===== src/dsnf_pkg.sv =====
// shared types, codes and constants for the 8.3 short name formatter
`default_nettype none

package dsnf_pkg;

  localparam int unsigned BaseLen = 8;
  localparam int unsigned ExtLen  = 3;
  localparam int unsigned NameLen = BaseLen + ExtLen;

  localparam logic [7:0] CharSpace = 8'h20;
  localparam logic [7:0] CharDot   = 8'h2e;

  typedef enum logic [1:0] {
    PH_BASE,
    PH_SKIP,
    PH_SDOT,
    PH_EXT
  } phase_t;

  typedef enum logic [1:0] {
    MODE_NORMAL,
    MODE_RELAXED,
    MODE_STRICT,
    MODE_STRICT_REPL
  } mode_t;

  typedef enum logic [1:0] {
    ST_VALID,
    ST_INVALID,
    ST_DOT_DENIED
  } status_t;

  typedef enum logic {
    REG_CHECK_MODE,
    REG_ALLOW_DOT_DIRS
  } reg_idx_t;

  typedef struct packed {
    mode_t check_mode;
    logic  allow_dot_dirs;
  } cfg_t;

  typedef struct packed {
    status_t            status;
    logic [8*BaseLen-1:0] base_field;
    logic [8*ExtLen-1:0]  ext_field;
  } result_t;

endpackage

`default_nettype wire


===== src/dsnf_in_if.sv =====
// input channel: one name character per transaction
`default_nettype none

interface dsnf_in_if;
  logic       valid;
  logic       ready;
  logic [7:0] char_code;
  logic       last_char;
  logic       name_empty;

  modport source (output valid, char_code, last_char, name_empty, input ready);
  modport sink   (input valid, char_code, last_char, name_empty, output ready);
endinterface

`default_nettype wire


===== src/dsnf_out_if.sv =====
// result channel: status and formatted 8.3 fields
`default_nettype none

interface dsnf_out_if;
  logic        valid;
  logic        ready;
  logic [1:0]  status;
  logic [63:0] base_field;
  logic [23:0] ext_field;

  modport source (output valid, status, base_field, ext_field, input ready);
  modport sink   (input valid, status, base_field, ext_field, output ready);
endinterface

`default_nettype wire


===== src/dsnf_cfg_if.sv =====
// configuration write channel
`default_nettype none

interface dsnf_cfg_if;
  logic       valid;
  logic       ready;
  logic       index;
  logic [1:0] data;

  modport source (output valid, index, data, input ready);
  modport sink   (input valid, index, data, output ready);
endinterface

`default_nettype wire


===== src/dos_short_name_formatter.sv =====
// top level of the 8.3 short name formatter
//
//   channel | dir | payload                                  | transaction
//   in_if   | in  | char_code, last_char, name_empty         | one name character
//   out_if  | out | status, base_field, ext_field            | one finished name
//   cfg_if  | in  | index, data                              | one register write
//
// one character per cycle when ready; a result is offered from the output register
// the cycle after the transaction carrying the last character or an empty-name flag
// name state updates on each accepted character, so characters may arrive back to back
// in_if.ready drops only while a result sits in the output register unread
// reset is synchronous and active low; cfg_if is always ready
`default_nettype none

module dos_short_name_formatter (
  input wire logic   clk,
  input wire logic   rst_n,
  dsnf_in_if.sink    in_if,
  dsnf_out_if.source out_if,
  dsnf_cfg_if.sink   cfg_if
);

  dsnf_pkg::cfg_t    cfg_r;
  logic              out_valid_r;
  dsnf_pkg::result_t out_res_r;
  logic              in_acc;
  logic              emit;
  dsnf_pkg::result_t result;

  assign in_if.ready = !out_valid_r || out_if.ready;
  assign in_acc      = in_if.valid && in_if.ready;
  assign cfg_if.ready = 1'b1;

  dsnf_name u_name (
    .clk        (clk),
    .rst_n      (rst_n),
    .en         (in_acc),
    .char_code  (in_if.char_code),
    .last_char  (in_if.last_char),
    .name_empty (in_if.name_empty),
    .cfg        (cfg_r),
    .emit       (emit),
    .result     (result)
  );

  always_ff @(posedge clk) begin
    if (!rst_n) begin
      cfg_r.check_mode     <= dsnf_pkg::MODE_NORMAL;
      cfg_r.allow_dot_dirs <= 1'b1;
    end else if (cfg_if.valid) begin
      unique case (dsnf_pkg::reg_idx_t'(cfg_if.index))
        dsnf_pkg::REG_CHECK_MODE:     cfg_r.check_mode <= dsnf_pkg::mode_t'(cfg_if.data);
        dsnf_pkg::REG_ALLOW_DOT_DIRS: cfg_r.allow_dot_dirs <= cfg_if.data[0];
      endcase
    end
  end

  always_ff @(posedge clk) begin
    if (!rst_n) begin
      out_valid_r <= 1'b0;
    end else if (in_acc && emit) begin
      out_valid_r <= 1'b1;
    end else if (out_if.ready) begin
      out_valid_r <= 1'b0;
    end
  end

  always_ff @(posedge clk) begin
    if (in_acc && emit) begin
      out_res_r <= result;
    end
  end

  assign out_if.valid      = out_valid_r;
  assign out_if.status     = out_res_r.status;
  assign out_if.base_field = out_res_r.base_field;
  assign out_if.ext_field  = out_res_r.ext_field;

endmodule

`default_nettype wire


===== src/dsnf_name.sv =====
// per-name state, character checks and final result formation
`default_nettype none

module dsnf_name (
  input  wire logic            clk,
  input  wire logic            rst_n,
  input  wire logic            en,
  input  wire logic [7:0]      char_code,
  input  wire logic            last_char,
  input  wire logic            name_empty,
  input  wire dsnf_pkg::cfg_t  cfg,
  output logic                 emit,
  output dsnf_pkg::result_t    result
);

  logic [7:0]       base_r [dsnf_pkg::BaseLen];
  logic [7:0]       base_nxt [dsnf_pkg::BaseLen];
  logic [7:0]       ext_r [dsnf_pkg::ExtLen];
  logic [7:0]       ext_nxt [dsnf_pkg::ExtLen];
  dsnf_pkg::phase_t phase_r, phase_nxt;
  logic [3:0]       fill_r, fill_nxt;
  logic             lws_r, lws_nxt;
  logic             err_r, err_nxt;
  logic [1:0]       cnt_r, cnt_nxt;
  logic             dots_r, dots_nxt;

  logic [7:0]       w_base [dsnf_pkg::BaseLen];
  logic [7:0]       w_ext [dsnf_pkg::ExtLen];
  dsnf_pkg::phase_t w_phase;
  logic [3:0]       w_fill;
  logic             w_lws;
  logic             w_err;
  logic [1:0]       w_cnt;
  logic             w_dots;
  logic             strict;
  logic             bad;
  logic             is_dot;
  logic             dot_name;
  logic             fin_err;
  logic             clear;
  logic [63:0]      base_flat;
  logic [23:0]      ext_flat;

  function automatic logic char_bad(input logic [7:0] c, input dsnf_pkg::mode_t mode);
    logic in_bad;
    logic in_strict;
    logic in_repl;
    logic upper;
    in_bad = (c == "*") || (c == "?") || (c == "<") || (c == ">") || (c == "|") ||
             (c == "\"") || (c == ":") || (c == "/") || (c == "\\");
    in_strict = (c == "+") || (c == "=") || (c == ",") || (c == ";") || (c == " ") ||
                (c == "[") || (c == "]");
    in_repl = (c == "[") || (c == "]") || (c == ";") || (c == ",") || (c == "+") ||
              (c == "=");
    upper = (c >= "A") && (c <= "Z");
    char_bad = (mode != dsnf_pkg::MODE_RELAXED && in_bad) ||
               (mode == dsnf_pkg::MODE_STRICT && in_strict) ||
               (mode == dsnf_pkg::MODE_STRICT_REPL && in_repl) ||
               ((mode == dsnf_pkg::MODE_STRICT || mode == dsnf_pkg::MODE_STRICT_REPL)
                && upper) ||
               (c < dsnf_pkg::CharSpace) || (c == ":") || (c == "\\");
  endfunction

  function automatic logic [7:0] upcase(input logic [7:0] c);
    upcase = (c >= "a" && c <= "z") ? c - 8'd32 : c;
  endfunction

  function automatic logic is_device(input logic [63:0] b);
    logic tail3;
    logic tail4;
    logic three;
    logic four;
    tail3 = (b[39:0] == {5{dsnf_pkg::CharSpace}});
    tail4 = (b[31:0] == {4{dsnf_pkg::CharSpace}});
    three = (b[63:40] == "CON") || (b[63:40] == "PRN") || (b[63:40] == "NUL") ||
            (b[63:40] == "AUX");
    four  = ((b[63:40] == "LPT") || (b[63:40] == "COM")) &&
            (b[39:32] >= "1") && (b[39:32] <= "4");
    is_device = (tail3 && three) || (tail4 && four);
  endfunction

  always_comb begin
    w_base  = base_r;
    w_ext   = ext_r;
    w_phase = phase_r;
    w_fill  = fill_r;
    w_lws   = lws_r;
    w_err   = err_r;
    w_cnt   = cnt_r;
    w_dots  = dots_r;
    strict  = (cfg.check_mode == dsnf_pkg::MODE_STRICT) ||
              (cfg.check_mode == dsnf_pkg::MODE_STRICT_REPL);
    bad     = char_bad(char_code, cfg.check_mode);
    is_dot  = (char_code == dsnf_pkg::CharDot);

    if (cnt_r != 2'd3) begin
      w_cnt = cnt_r + 2'd1;
    end
    if (!is_dot) begin
      w_dots = 1'b0;
    end

    if (!err_r) begin
      unique case (phase_r)
        dsnf_pkg::PH_BASE: begin
          if (bad) begin
            w_err = 1'b1;
          end else if (is_dot) begin
            if (lws_r) begin
              w_err = 1'b1;
            end else begin
              w_phase = dsnf_pkg::PH_EXT;
              w_fill  = 4'(dsnf_pkg::BaseLen);
            end
          end else begin
            w_lws = (char_code == dsnf_pkg::CharSpace);
            w_base[fill_r[2:0]] = upcase(char_code);
            w_fill = fill_r + 4'd1;
            if (w_fill >= 4'(dsnf_pkg::BaseLen)) begin
              if (w_lws) begin
                w_err = 1'b1;
              end else begin
                w_phase = strict ? dsnf_pkg::PH_SDOT : dsnf_pkg::PH_SKIP;
              end
            end
          end
        end
        dsnf_pkg::PH_SKIP: begin
          if (is_dot) begin
            w_phase = dsnf_pkg::PH_EXT;
            w_fill  = 4'(dsnf_pkg::BaseLen);
          end
        end
        dsnf_pkg::PH_SDOT: begin
          if (is_dot) begin
            w_phase = dsnf_pkg::PH_EXT;
            w_fill  = 4'(dsnf_pkg::BaseLen);
          end else begin
            w_err = 1'b1;
          end
        end
        dsnf_pkg::PH_EXT: begin
          if (fill_r >= 4'(dsnf_pkg::NameLen) || fill_r < 4'(dsnf_pkg::BaseLen)) begin
            if (strict) begin
              w_err = 1'b1;
            end
          end else if (bad || is_dot) begin
            w_err = 1'b1;
          end else begin
            w_lws = (char_code == dsnf_pkg::CharSpace);
            // fill 8..10 maps to extension slot 0..2
            w_ext[fill_r[1:0]] = upcase(char_code);
            w_fill = fill_r + 4'd1;
          end
        end
      endcase
    end

    base_flat = {w_base[0], w_base[1], w_base[2], w_base[3],
                 w_base[4], w_base[5], w_base[6], w_base[7]};
    ext_flat  = {w_ext[0], w_ext[1], w_ext[2]};
    dot_name  = w_dots && (w_cnt == 2'd1 || w_cnt == 2'd2);
    fin_err   = w_err ||
                ((w_phase == dsnf_pkg::PH_BASE || w_phase == dsnf_pkg::PH_EXT) && w_lws) ||
                is_device(base_flat);

    emit              = name_empty || last_char;
    result.status     = dsnf_pkg::ST_VALID;
    result.base_field = '0;
    result.ext_field  = '0;
    if (name_empty) begin
      result.status = dsnf_pkg::ST_INVALID;
    end else if (last_char) begin
      if (dot_name) begin
        if (cfg.allow_dot_dirs) begin
          result.base_field = {dsnf_pkg::CharDot,
                               (w_cnt == 2'd2) ? dsnf_pkg::CharDot : dsnf_pkg::CharSpace,
                               {6{dsnf_pkg::CharSpace}}};
          result.ext_field  = {3{dsnf_pkg::CharSpace}};
        end else begin
          result.status = dsnf_pkg::ST_DOT_DENIED;
        end
      end else if (fin_err) begin
        result.status = dsnf_pkg::ST_INVALID;
      end else begin
        result.base_field = base_flat;
        result.ext_field  = ext_flat;
      end
    end

    // name finished or discarded: start the next one afresh
    clear = name_empty || last_char;
    for (int i = 0; i < dsnf_pkg::BaseLen; i++) begin
      base_nxt[i] = clear ? dsnf_pkg::CharSpace : w_base[i];
    end
    for (int i = 0; i < dsnf_pkg::ExtLen; i++) begin
      ext_nxt[i] = clear ? dsnf_pkg::CharSpace : w_ext[i];
    end
    phase_nxt = clear ? dsnf_pkg::PH_BASE : w_phase;
    fill_nxt  = clear ? 4'd0 : w_fill;
    lws_nxt   = clear ? 1'b1 : w_lws;
    err_nxt   = clear ? 1'b0 : w_err;
    cnt_nxt   = clear ? 2'd0 : w_cnt;
    dots_nxt  = clear ? 1'b1 : w_dots;
  end

  always_ff @(posedge clk) begin
    if (!rst_n) begin
      for (int i = 0; i < dsnf_pkg::BaseLen; i++) begin
        base_r[i] <= dsnf_pkg::CharSpace;
      end
      for (int i = 0; i < dsnf_pkg::ExtLen; i++) begin
        ext_r[i] <= dsnf_pkg::CharSpace;
      end
      phase_r <= dsnf_pkg::PH_BASE;
      fill_r  <= 4'd0;
      lws_r   <= 1'b1;
      err_r   <= 1'b0;
      cnt_r   <= 2'd0;
      dots_r  <= 1'b1;
    end else if (en) begin
      base_r  <= base_nxt;
      ext_r   <= ext_nxt;
      phase_r <= phase_nxt;
      fill_r  <= fill_nxt;
      lws_r   <= lws_nxt;
      err_r   <= err_nxt;
      cnt_r   <= cnt_nxt;
      dots_r  <= dots_nxt;
    end
  end

endmodule

`default_nettype wire


===== src/flat_wrapper.sv =====
// flat-port wrapper written by rule: the top's interface ports become plain ports
module dos_short_name_formatter_flat 
  (clk, rst_n, in_if_valid, in_if_char_code, in_if_last_char, in_if_name_empty, in_if_ready, out_if_valid, out_if_status, out_if_base_field, out_if_ext_field, out_if_ready, cfg_if_valid, cfg_if_index, cfg_if_data, cfg_if_ready);
  dsnf_in_if in_if_i ();
  dsnf_out_if out_if_i ();
  dsnf_cfg_if cfg_if_i ();
  input wire logic clk;
  input wire logic rst_n;
  input wire logic [$bits(in_if_i.valid)-1:0] in_if_valid;
  input wire logic [$bits(in_if_i.char_code)-1:0] in_if_char_code;
  input wire logic [$bits(in_if_i.last_char)-1:0] in_if_last_char;
  input wire logic [$bits(in_if_i.name_empty)-1:0] in_if_name_empty;
  output wire logic [$bits(in_if_i.ready)-1:0] in_if_ready;
  output wire logic [$bits(out_if_i.valid)-1:0] out_if_valid;
  output wire logic [$bits(out_if_i.status)-1:0] out_if_status;
  output wire logic [$bits(out_if_i.base_field)-1:0] out_if_base_field;
  output wire logic [$bits(out_if_i.ext_field)-1:0] out_if_ext_field;
  input wire logic [$bits(out_if_i.ready)-1:0] out_if_ready;
  input wire logic [$bits(cfg_if_i.valid)-1:0] cfg_if_valid;
  input wire logic [$bits(cfg_if_i.index)-1:0] cfg_if_index;
  input wire logic [$bits(cfg_if_i.data)-1:0] cfg_if_data;
  output wire logic [$bits(cfg_if_i.ready)-1:0] cfg_if_ready;
  assign in_if_i.valid = in_if_valid;
  assign in_if_i.char_code = in_if_char_code;
  assign in_if_i.last_char = in_if_last_char;
  assign in_if_i.name_empty = in_if_name_empty;
  assign in_if_ready = in_if_i.ready;
  assign out_if_valid = out_if_i.valid;
  assign out_if_status = out_if_i.status;
  assign out_if_base_field = out_if_i.base_field;
  assign out_if_ext_field = out_if_i.ext_field;
  assign out_if_i.ready = out_if_ready;
  assign cfg_if_i.valid = cfg_if_valid;
  assign cfg_if_i.index = cfg_if_index;
  assign cfg_if_i.data = cfg_if_data;
  assign cfg_if_ready = cfg_if_i.ready;
  dos_short_name_formatter u_core (.clk(clk), .rst_n(rst_n), .in_if(in_if_i), .out_if(out_if_i), .cfg_if(cfg_if_i));
endmodule

===== config.mk =====
export PLATFORM = sky130hd
export DESIGN_NAME = dos_short_name_formatter_flat
export DESIGN_NICKNAME = d
export VERILOG_FILES = /design/src/dsnf_pkg.sv /design/src/dsnf_in_if.sv /design/src/dsnf_out_if.sv /design/src/dsnf_cfg_if.sv /design/src/dos_short_name_formatter.sv /design/src/dsnf_name.sv /design/src/flat_wrapper.sv
export SDC_FILE = /design/constraint.sdc
export NUM_CORES = 1
export LEC_CHECK = 0
export BUFFER_PORTS_ARGS = -buffer_cell sky130_fd_sc_hd__buf_2
export CAP_MARGIN = 20
export CELL_PAD_IN_SITES_DETAIL_PLACEMENT = 2
export CELL_PAD_IN_SITES_GLOBAL_PLACEMENT = 2
export CORE_MARGIN = 2
export CORE_UTILIZATION = 40
export CTS_CLUSTER_DIAMETER = 30
export CTS_CLUSTER_SIZE = 40
export DETAILED_ROUTE_END_ITERATION = 10
export GPL_ROUTABILITY_DRIVEN = 0
export HOLD_SLACK_MARGIN = 0.05
export PLACE_DENSITY = 0.84
export SLEW_MARGIN = 20
export SYNTH_ARGS = -nofsm -noshare
export SYNTH_HDL_FRONTEND = slang
export SYNTH_HIERARCHICAL = 1
export SYNTH_SLANG_ARGS = --single-unit

===== constraint.sdc =====
create_clock -name clk -period 10.57 [get_ports clk]
set_clock_uncertainty 0.15 [all_clocks]
set_input_delay 0 -clock clk [delete_from_list [all_inputs] [get_ports clk]]
set_output_delay 0 -clock clk [all_outputs]
set_load 0.05 [all_outputs]

## Word-level counts from Yosys, hierarchy flattened

Cells that the tools add are included.

- Input bits: 18
- Word-level logic and storage cells: 227
- Output and inout port bits: 93
- Bits in registers: 193

- Equal/unequal tests: 41
- Add/subtract/negate cells: 3
- $lt $le $gt $ge: 14
- Bitwise operators: 4
- Multiplexer cells: 77
- Reductions and logical operators: 64

Operators by type and width:

| cell | number |
|---|---|
| 64-bit 2-to-1 mux | 4 |
| 24-bit by 23-bit == test with 1-bit output, second input constant | 6 |
| 8-bit 2-to-1 mux | 14 |
| 8-bit by 6-bit == test with 1-bit output, second input constant | 13 |
| 24-bit 2-to-1 mux | 4 |
| 90-bit 2-to-1 mux | 1 |
| 89-bit 2-to-1 mux | 1 |
| 88-bit 2-to-1 mux | 1 |
| 86-bit 2-to-1 mux | 1 |
| 64-bit bitwise mux | 1 |
| 40-bit by 38-bit == test with 1-bit output, second input constant | 1 |
| 1-bit logical OR | 39 |
| 4-bit 2-to-1 mux | 9 |
| 32-bit by 30-bit == test with 1-bit output, second input constant | 1 |
| 8-bit by 7-bit == test with 1-bit output, second input constant | 4 |
| 24-bit bitwise mux | 1 |
| 8-bit demux with 3-bit select | 1 |
| 2-bit 2-to-1 mux | 12 |
| 1-bit 2-to-1 mux | 22 |
| 8-bit demux with 2-bit select | 1 |
| 8-bit by 7-bit >= comparator with 1-bit output, second input constant | 2 |
| 8-bit by 7-bit <= comparator with 1-bit output, second input constant | 2 |
| 1-bit logical AND | 16 |
| 2-bit == test, second input constant | 6 |
| 30 further kinds | 40 |

## Longest topological paths before layout

- Depth in word-level cells: 29
- Depth in mapped cells: 17

## Modules after synthesis

Netlist, hierarchy kept.

By module, submodules not included:

| module | area an instance (sq um) | instances | cells each | seq. area each (sq um) |
|---|---|---|---|---|
| dsnf_name | 7,552.2 | 1 | 997 | 1,981.9 |
| dos_short_name_formatter | 2,902.8 | 1 | 111 | 2,782.7 |

## Least setup slack after synthesis

Ideal clock, no wire load.

- Kind: reg-to-reg
- Start: register u_core.out_valid_r, in the netlist u_core/out_if.valid
- End: register u_core.out_res_r (netlist bit u_core/out_if.base_field[0]) (enable)
- Period minus slack after synthesis: 5.466 ns
- Path buffers: 0
- Data arrival time: 4.767 ns
- Cell stages (with the launch flop): 3
- Setup slack: 5.104 ns
- Cell sequence: dfxtp_1 nand2b_4 nor2b_1

- Word-level cells in the longest chain between the ends: 4

RTL lines:

| item | line | text |
|---|---|---|
| start: declaration | dos_short_name_formatter.sv:24 | `logic out_valid_r;` |
| start signal: assignment | dos_short_name_formatter.sv:60 | `out_valid_r <= 1'b0;` |
| start signal: assignment | dos_short_name_formatter.sv:62 | `out_valid_r <= 1'b1;` |
| start signal: assignment | dos_short_name_formatter.sv:64 | `out_valid_r <= 1'b0;` |
| 1-bit zero test | dos_short_name_formatter.sv:30 | `assign in_if.ready = !out_valid_r \|\| out_if.ready;` |
| 1-bit logical OR | dos_short_name_formatter.sv:30 |  |
| via in_if_ready | flat_wrapper.sv:13 | `output wire logic [$bits(in_if_i.ready)-1:0] in_if_ready;` |
| 1-bit logical AND | dos_short_name_formatter.sv:31 | `assign in_acc = in_if.valid && in_if.ready;` |
| 1-bit logical AND | dos_short_name_formatter.sv:69 | `if (in_acc && emit) begin` |
| end signal: assignment | dos_short_name_formatter.sv:70 | `out_res_r <= result;` |
| end: declaration | dos_short_name_formatter.sv:25 | `dsnf_pkg::result_t out_res_r;` |

The timed path passes the listed nets, and every way through them passes these cells.
A chain may end at the register's enable or synchronous reset.

## Worst setup path after layout

- Start: register u_core.u_name.phase_r[0]
- End: register u_core.out_res_r (netlist bit u_core/out_if.ext_field[12]) (data pin)

- Word-level cells in the longest chain between the ends: 13
- Elaborated cells between the ends (all ways): 48
- Classes of those cells: order compare (2); eq/ne (12); mux (18); reduce/logical (16)

RTL lines:

| item | line | text |
|---|---|---|
| start: declaration | dsnf_name.sv:20 | `dsnf_pkg::phase_t phase_r, phase_nxt;` |
| start signal: assignment | dsnf_name.sv:215 | `phase_r <= dsnf_pkg::PH_BASE;` |
| start signal: assignment | dsnf_name.sv:224 | `phase_r <= phase_nxt;` |
| parallel branches: the longest is 11 deep, another holds 8-bit by 6-bit >= comparator with 1-bit output | - |  |
| 88-bit 2-to-1 mux (*) | dsnf_name.sv:183 | `end else if (fin_err) begin` |
| 90-bit 2-to-1 mux (*) | dsnf_name.sv:174 | `if (dot_name) begin` |

Every way passes the cells marked *.

==> metrics.txt <==
Tot Pwr=1.75 mW; H-tree levels=4; Sequential Power Share=between 40% and 50%; Antenna Cells=0; Worst Setup EP=u_core/out_if.ext_field[12]$_DFFE_PP_; Register Area=4760 um2; Sw Share=32.6%; first-pass GRT wire length=around 66 mm; worst hold slack=0.131 ns; clock power share=between 30% and 40%; Final Hold Violating Endpoints=0; Total Routed Length=between 40 and 50 mm; Routed WL per cell=28.0 um; crit path max-delay cell type=a211oi_4; GRT overflow=0; Starting DRT DRC Count=873; GRT Util Overall=31.1%; clk root buf=clkbuf_16; Die W=166 um; critical path, cell by cell=inv_1, ha_1, nor2b_1, nor2b_1, nand2_1, or3_1, nor2_1, o21ai_0, nand4_1, a2111oi_2, a211oi_4, buf_6, nor4b_1; Syn Inst Count=1108; CP startpoint kind=flop; PortBufs=roughly 110; CP peak stage delay=approximately 0.66 ns; Logic pwr share=15.0%; HP Class=in2reg; number of flops mapped to enable cells by yosys=90; fmax=188 MHz; area of the multi-input gates=5240 um2; Max Root-Sink Buffers=2; vias in the first global route=10500; Async SR Flop Fraction=0%; Reg-to-Reg End=u_core/out_if.ext_field[12]$_DFFE_PP_; Most common cell on crit path=nor2b_1; Synth Cell Area=approximately 10000 um2; Critical Path RT=roughly 11 ns; FP Rows=between 50 and 60; Crit. End Element=flop; Primary FF master, synth=dfxtp_1; Worst R2R Setup Slack=5.24 ns; Fin Setup TNS=0 ns; Starting Density=40.5%; R2R cell count=13; layout cells sized above 1=16.9%; area of the die=27400 um2; crit-path max FO=24; pin count of the biggest net entering global routing=92; Antenna Nets Post-Route=0; origin of the critical flop-to-flop path=u_core/u_name/phase_r[0]$_SDFFE_PN0P_; Internal=roughly 1.2 mW; NetSw=~0.57 mW; Synth Warn #=6; Power Density=~150 nW/um2; Unique masters post-synth=78; NumNets Final=1206; Die Span Y=166 um; First-pass DRT Iterations=5; Peak VDD IR=91.3 uV; Syn Area/Cell=9.44 um2; sequential share of the synthesized area=45.6%; Data arrival, critical path=5.37 ns; Final HPWL DP=around 27 mm; worst-skew pair later-pin latency=around 0.46 ns; DR DRC count=0; IO Pins=111; core box area=25800 um2; Final setup viols=0; RSZ-0062 raised after global routing=false; Lkg Pwr=approximately 4.1 nW; period utilization=50.5%; max_cap viols=0; Num CTS Buffers=17; Slew @ Worst Pin=between 1 and 1.5 ns; clock period minus final worst setup slack=5.33 ns; Max-slew headroom=21.5%; CP Class=reg2reg; DR vias/cell=between 6 and 7; clock slew at reported path FFs=about 0.08 ns; Mapped Nets=1138; vias=between 9000 and 10000; CP startpoint=u_core/u_name/phase_r[0]$_SDFFE_PN0P_; Pins Over Slew Limit=0; TritonCTS clock tree=built; Area Growth Syn to Fin=14.3%; status=finished, final reports clean; FILL cells=between 2000 and 3000; Num Clock Sinks=193; Yosys reg bits=around 190; initial antenna violation count=0
-- logic make-up after synthesis --
logic type | after synthesis | share of synthesized area [%]
buffers and inverters | 112 | 4.60
xor gates and xnor gates | 6 | 0.503
other | 1 | 0.0359
muxes | 51 | 4.89
DFF | 193 | 45.6
and+or+nand+nor | 467 | 25.0
adders and majority gates | 12 | 1.44
AOI/OAI and AO/OA | 266 | 17.9
-- per-stage QoR --
stage,setup slack [ns],cells,cell area (um2),utilization [%]
final,5.24,1524,11900,46.2
after global placement,5.59,1476,11200,43.2
after detailed placement,5.42,1478,11200,43.3
after CTS,5.37,1523,11900,46.2
after global routing,4.97,1524,11900,46.2
after floorplan,5.10,1108,10500,-
-- synth_stat cells (all sizes together) (13+ instances only) --
library cell / instances / area [um2]
clkbuf: 67 / 251
a211oi: 20 / 185
nor4b: 40 / 350
mux2i: 50 / 500
inv: 18 / 67.6
edfxtp: 90 / 2700
a22oi: 72 / 541
nor2b: 90 / 571
nor4: 13 / 100
dfxtp: 103 / 2060
buf: 26 / 158
or3: 13 / 91.3
nor2: 91 / 349
nand3: 14 / 70.1
o21ai: 43 / 219
a21oi: 58 / 290
nor3: 65 / 325
nand2: 75 / 282
-- timing repair --
item                                    CTS  global route
gates resized for setup                   0             0
endpoints found under the setup margin    0             0
setup buffers                             0             0
hold endpoints to repair                 12             0
hold buffers                             13             0
-- worst min path at each step --
stage                             startpoint                                     end  slack, ns  cells past startpoint
final                     in_if_char_code[1]  u_core/out_if.base_field[33]$_DFFE_PP_       0.13                      3
after global routing      in_if_char_code[0]    u_core/out_if.ext_field[8]$_DFFE_PP_       0.13                      3
after CTS                 in_if_char_code[1]  u_core/out_if.base_field[33]$_DFFE_PP_       0.11                      3
after detailed placement      cfg_if_data[0]            u_core/cfg_r[1]$_SDFFE_PN0P_       0.14                      3
after global placement        cfg_if_data[1]            u_core/cfg_r[2]$_SDFFE_PN0P_       0.11                      3
after floorplan                        rst_n            u_core/cfg_r[0]$_SDFFE_PN1P_      -0.09                      1
-- power by group through the flow --
stage               Sequential (mW)  Combinational (mW)  Clock (mW)
floorplan                     0.892               0.114           0
detailed placement            0.830               0.252           0
CTS                           0.813               0.260       0.685
finish                        0.812               0.262       0.676
global route                  0.815               0.274       0.718
global placement              0.828               0.245           0
-- final cells by class --
cell class              count  share of cell area, %
clock inverters            15                   1.56
inverters                  19                  0.597
clock buffers              17                   3.56
flip-flops and latches    193                   39.9
multi-input cells         803                   43.9
well taps                 335                   3.51
repair buffers            142                   7.01
-- sequential cells by signal (all words and copies together), names as in the netlist --
name,count
u_core/out_if.base_field,64
u_core/u_name/base_r,64
u_core/out_if.ext_field,24
u_core/u_name/ext_r,24
u_core/u_name/fill_r,4
u_core/cfg_r,3
u_core/out_if.status,2
u_core/u_name/cnt_r,2
u_core/u_name/phase_r,2
u_core/out_if.valid,1
u_core/u_name/dots_r,1
u_core/u_name/err_r,1
u_core/u_name/lws_r,1
-- routing by layer --
layer / wire [um] / part of all wire [%] / up-vias / global-route usage, %
li1: - / - / 4256 / -
met4: 1750 / 4.1 / 0 / 15.1
met2: 20600 / 48 / 427 / 51.9
met1: 17700 / 42 / 5055 / 39.5
met3: 2490 / 5.8 / 126 / 4.90
met5: 0 / 0 / - / 0
-- placed cells by master (no fill, tap or decap), drive strengths merged, types with 8 or more instances in the layout --
cell type / count
nand3: 14
and2: 10
inv: 24
clkinv: 9
nor4b: 40
nand2: 75
dlygate4sd3: 13
mux2i: 50
nor2: 91
a211oi: 20
edfxtp: 90
a22oi: 72
a21oi: 58
nor4: 13
ha: 12
nand4: 11
buf: 129
or3: 13
nand2b: 12
a32oi: 8
nor2b: 90
nor3: 65
dfxtp: 103
o21ai: 43
clkbuf: 17
-- worst max-delay path, delay by kind of cell, from the launching register on --
kind / cells / cell delay (ns)
buf+inv: 2 / 0.44
compound gates: 3 / 1.12
simple gates: 7 / 2.66
flops: 1 / 0.36
fa+ha+maj: 1 / 0.30
Note: power is estimated with default switching activity, not from simulation.
